File: config.mk
export PLATFORM = sky130hd
export DESIGN_NAME = pwm_ram
export DESIGN_NICKNAME = d
export VERILOG_FILES = /design/src/rtl/pwm_ram.sv
export SDC_FILE = /design/constraint.sdc
export NUM_CORES = 2
export LEC_CHECK = 0
export BUFFER_PORTS_ARGS = -buffer_cell sky130_fd_sc_hd__buf_2
export CELL_PAD_IN_SITES_DETAIL_PLACEMENT = 1
export CELL_PAD_IN_SITES_GLOBAL_PLACEMENT = 1
export CORE_ASPECT_RATIO = 0.9
export CORE_MARGIN = 5
export CORE_UTILIZATION = 48
export DETAILED_ROUTE_END_ITERATION = 6
export GPL_ROUTABILITY_DRIVEN = 0
export PLACE_DENSITY_LB_ADDON = 0.1
export SLEW_MARGIN = 20
export SYNTH_ARGS = -nofsm -noshare
export SYNTH_HDL_FRONTEND = slang
export SYNTH_SLANG_ARGS = --single-unit
File: constraint.sdc
create_clock -name clk_i -period 5.5 [get_ports clk_i]
set_input_delay 1.1 -clock clk_i [delete_from_list [all_inputs] [get_ports clk_i]]
set_output_delay 1.1 -clock clk_i [all_outputs]
set_load 0.01 [all_outputs]
File: src/rtl/pwm_ram.sv
// ----------------------------------------------------------------------------
// pwm_ram
// Single-port synchronous RAM with a registered read.
// ----------------------------------------------------------------------------
module pwm_ram #(
  parameter int unsigned DEPTH = 512,
  parameter int unsigned WIDTH = 8
) (
  input  logic                     clk_i,
  input  logic                     we_i,
  input  logic                     re_i,
  input  logic [$clog2(DEPTH)-1:0] addr_i,
  input  logic [WIDTH-1:0]         wdata_i,
  output logic [WIDTH-1:0]         rdata_o
);

  logic [WIDTH-1:0] mem_q [DEPTH];

  always_ff @(posedge clk_i) begin
    if (we_i) begin
      mem_q[addr_i] <= wdata_i;
    end
  end

  always_ff @(posedge clk_i) begin
    if (re_i) begin
      rdata_o <= mem_q[addr_i];
    end
  end

endmodule

## Yosys cells after proc, flatten, opt, wreduce, memory -nomap -nowiden

Memory sizes are Yosys's and may differ from the RTL's. A register that Yosys moved wholly into a read port is not among the register bits.
Index checks and enable logic that the tools add are counted.

| word-level totals | value |
|---|---|
| register bits after elaboration | 0 |
| RAM bits | 4096 |
| output and inout port bits | 8 |
| logic and storage cells | 3 |
| memories | 1 |

| operators by class | value |
|---|---|
| mux-type cells | 2 |

Memory list:

| memory | depth | width | rd ports | clocked after Yosys merged registers in | write ports | RTL line | source |
|---|---|---|---|---|---|---|---|
| mem_q | 512 | 8 | 1 | 1 | 1 | 17 | `logic [WIDTH-1:0] mem_q [DEPTH];` |

Operators by type and width:

| operator | count |
|---|---|
| 1-bit 2-to-1 mux | 2 |

## Longest topological paths before layout

| logic depth | value |
|---|---|
| word-level depth | 2 |
| gate-level depth with buffers | 13 |

## Worst setup path after synthesis

No wires, ideal clock.

| timing | value |
|---|---|
| path type | input to register |
| start | input addr_i[0] |
| end | memory mem_q[463][0], enable pin |
| library setup time | 370 ps |
| arrival time | 3178 ps |
| slack | 1951 ps |
| stages | 10 |
| path buffers | 8 |
| path through | buf_6 > buf_12 > buf_6 > buf_6 > buf_4 > buf_2 > buf_2 > nand4_1 > clkbuf_1 > nor2_1 |

RTL lines:

| what | RTL line | source |
|---|---|---|
| start, declared | 12 | `input logic [$clog2(DEPTH)-1:0] addr_i,` |
| end, declared | 17 |  |

No word-level cell before the write port.

==> impl_metrics.env <==
export IMPL_status="complete, no violations"
export IMPL_multiInputGateArea_mm2=0.0330
export IMPL_post_cts_setup_buffer_count=0
export IMPL_grt_use_total_pct=27.9
export IMPL_pre_cts_slack_ns=-0.0524
export IMPL_pwr_share_comb_pct=4.7
export IMPL_io_buffers=27
export IMPL_critPathCaptureType="flop"
export IMPL_numCtsBuffers=413
export IMPL_fmax_mhz=218
export IMPL_ff2ff_path_depth=7
export IMPL_drcViolationCount=0
export IMPL_wl_per_cell_um=37.3
export IMPL_regToRegStartpoint="mem_q[11][3]"
export IMPL_clock_latency_ns=0.97
export IMPL_regArea_mm2=0.123
export IMPL_drive_above_1_share_pct=25.2
export IMPL_wl_mm=480
export IMPL_via_per_inst=6.42
export IMPL_dieHeight_um=555
export IMPL_finalClockSkew_ns=0.0410
export IMPL_grt_max_degree=155
export IMPL_slew_headroom_pct=20.2
export IMPL_synth_edff_count=4104
export IMPL_syn_nets=7595
export IMPL_min_period_ns=4.60
export IMPL_grt_pass1_wl_mm=675
export IMPL_async_flop_share_pct=0
export IMPL_rsz0062_at_grt="no"
export IMPL_post_route_period_util_pct=83.6
export IMPL_cp_arrival_ns=5.27
export IMPL_initialDrtViolationCount=10807
export IMPL_std_cell_rows=200
export IMPL_worstMarginPinSlew_ns=1.19
export IMPL_vias=82662
export IMPL_synthDistinctLibCells=66
export IMPL_die_w_um=616
export IMPL_nFillCells=28258
export IMPL_gr_total_overflow=0
export IMPL_grt_pass1_vias=84061
export IMPL_ant_nets=0
export IMPL_yosysWarnings=0
export IMPL_cts_resized=0
export IMPL_cts_sink_count=4104
export IMPL_final_util_pct=55.0
export IMPL_clockPowerShare_pct=42.7
export IMPL_required_ns=6.18
export IMPL_worstPathMaxFanout=34
export IMPL_finalSetupViolations=0
export IMPL_hold_depth=1
export IMPL_hold_class="primary input to flop"
export IMPL_setup_slack_ns=0.904
export IMPL_htree_levels=5
export IMPL_hold_violations=0
export IMPL_drv_slew=0
export IMPL_power_switching_mw=14.2
export IMPL_dieArea_mm2=0.342
export IMPL_power_total_mw=65.6
export IMPL_path_clk_slew_ns=0.06
export IMPL_ios=28
export IMPL_final_nets=8207
export IMPL_synth_top_family_by_area="multiplexers"
export IMPL_crit_path_start_kind="primary input"
export IMPL_cts_tree="yes"
export IMPL_cts_path_max_buffers=4
export IMPL_intPower_mw=51.4
export IMPL_p_per_area_mw_per_mm2=362
export IMPL_p_leak_nw=57.4
export IMPL_synth_xor_area_share_pct=0
export IMPL_area_delta_synth_final_pct=14.3
export IMPL_avgSynthCellArea_um2=20.9
export IMPL_critPathLaunch="addr_i[1]"
export IMPL_ctsRootBufferMaster="clkbuf_16"
export IMPL_holdBufCountCts=0
export IMPL_antenna_found_initial=32
export IMPL_synth_mux_area_share_pct=14.5
export IMPL_initial_core_util_pct=48.1
export IMPL_place_hpwl_mm=305
export IMPL_rrSetupSlack_ns=1.69
export IMPL_path_class="primary input to flop"
export IMPL_layout_commonest_cell="edfxtp_1"
export IMPL_fp_coreArea_mm2=0.329
export IMPL_vdd_drop_max_v=0.000295
export IMPL_yosysSeqAreaShare_pct=77.8
export IMPL_ys_ff_latch=4104
export IMPL_final_cell_mix="4,104 x edfxtp_1, 816 x mux4_2, 575 x buf_4"
export IMPL_maxCapViolations=0
export IMPL_syn_cell_area_mm2=0.158
export IMPL_pwr_share_seq_pct=52.6
export IMPL_synth_compound_area_share_pct=3.42
export IMPL_synthSimpleGateAreaFrac_pct=2.73
export IMPL_synthCells=7575
export IMPL_synthFlopType="edfxtp_1"
export IMPL_drt_pass1_iterations=6
export IMPL_min_from="re_i"
export IMPL_p_sw_share_pct=21.6
export IMPL_synth_adder_area_share_pct=0
==> cells by family (layout without fill, tap and decap cells) <==
group | after synthesis | after routing
and+or+nand+nor | 958 | 958
DFF | 4104 | 4104
muxes | 1268 | 1268
AOI/OAI and AO/OA | 758 | 758
buffers and inverters | 487 | 1440
other | 0 | 10
==> routing by layer <==
| metal | part of all wire [%] | global-route usage [%] |
|---|---|---|
| met1 | 43 | 42.1 |
| met2 | 45 | 41.5 |
| met3 | 9.1 | 5.38 |
| met4 | 3.4 | 8.42 |
| met5 | 0.021 | 0 |
==> worst max-delay path: stages <==
cell	delay, ns
buf_12	0.22
buf_4	0.28
buf_12	0.22
buf_4	0.36
buf_4	0.31
mux4_2	0.34
a22o_1	0.24
a21oi_1	0.22
o211ai_1	0.48
a2111oi_2	1.00
nand4_1	0.16
==> synth_stat cells, types with 18 or more instances <==
| master | n | area share [%] |
|---|---|---|
| edfxtp_1 | 4104 | 78 |
| mux4_2 | 816 | 12 |
| nor2_1 | 548 | 1.3 |
| mux2i_1 | 434 | 2.7 |
| clkbuf_1 | 196 | 0.46 |
| buf_2 | 182 | 0.57 |
| a22oi_1 | 180 | 0.85 |
| nand2_1 | 130 | 0.31 |
| o22ai_1 | 118 | 0.47 |
| a221oi_1 | 91 | 0.50 |
| a21oi_1 | 77 | 0.24 |
| a31oi_1 | 76 | 0.30 |
| buf_4 | 56 | 0.27 |
| a22o_1 | 47 | 0.26 |
| nand3_1 | 47 | 0.15 |
| nand4_1 | 47 | 0.19 |
| o21ai_0 | 45 | 0.14 |
| nor4_1 | 38 | 0.15 |
| a211oi_1 | 36 | 0.17 |
| a32oi_1 | 26 | 0.14 |
| and3_1 | 25 | 0.099 |
| nor2b_1 | 25 | 0.099 |
| buf_6 | 24 | 0.17 |
| nor3_1 | 22 | 0.069 |
| buf_1 | 19 | 0.045 |
| mux2_2 | 18 | 0.13 |
==> state kept, by name (all words and copies together), names as in the netlist <==
signal and count:
rdata_o 8, mem_q 4096
==> layout make-up <==
cell class	count	share of cell area, %
flip-flops and latches	4104	68.0
clock buffers	497	5.92
well taps	4343	3.00
inverters	4	0.0111
repair buffers	680	3.39
multi-input cells	2984	18.2
clock inverters	259	1.40
diodes	10	0.0138
==> path summary, 6_finish.rpt <==
path / endpoint
setup reg to reg: rdata_o[3]
setup / recovery: rdata_o[2]
hold reg to reg: rdata_o[2]
hold / removal: rdata_o[5]
==> power groups by stage <==
stage          registers (mW)  clock network [mW]  logic (mW)
2_1_floorplan            35.1                   0        1.43
3_3_place_gp             35.1                   0        3.03
3_5_place_dp             35.1                   0        3.08
4_1_cts                  34.5                28.4        3.08
5_1_grt                  34.5                29.8        3.19
6_report                 34.5                28.0        3.07
==> metrics by stage <==
stage	hold WS, ns	setup TNS, ns	std cells	area (um^2)
after floorplan	0.775	0	7575	158000
after global placement	0.983	-1.40	12115	168000
after detailed placement	1.01	-0.0524	12115	168000
after CTS	0.550	0	12871	181000
after global routing	0.578	0	12876	181000
final	0.623	0	12881	181000
Note: power is estimated with default switching activity, not from simulation.
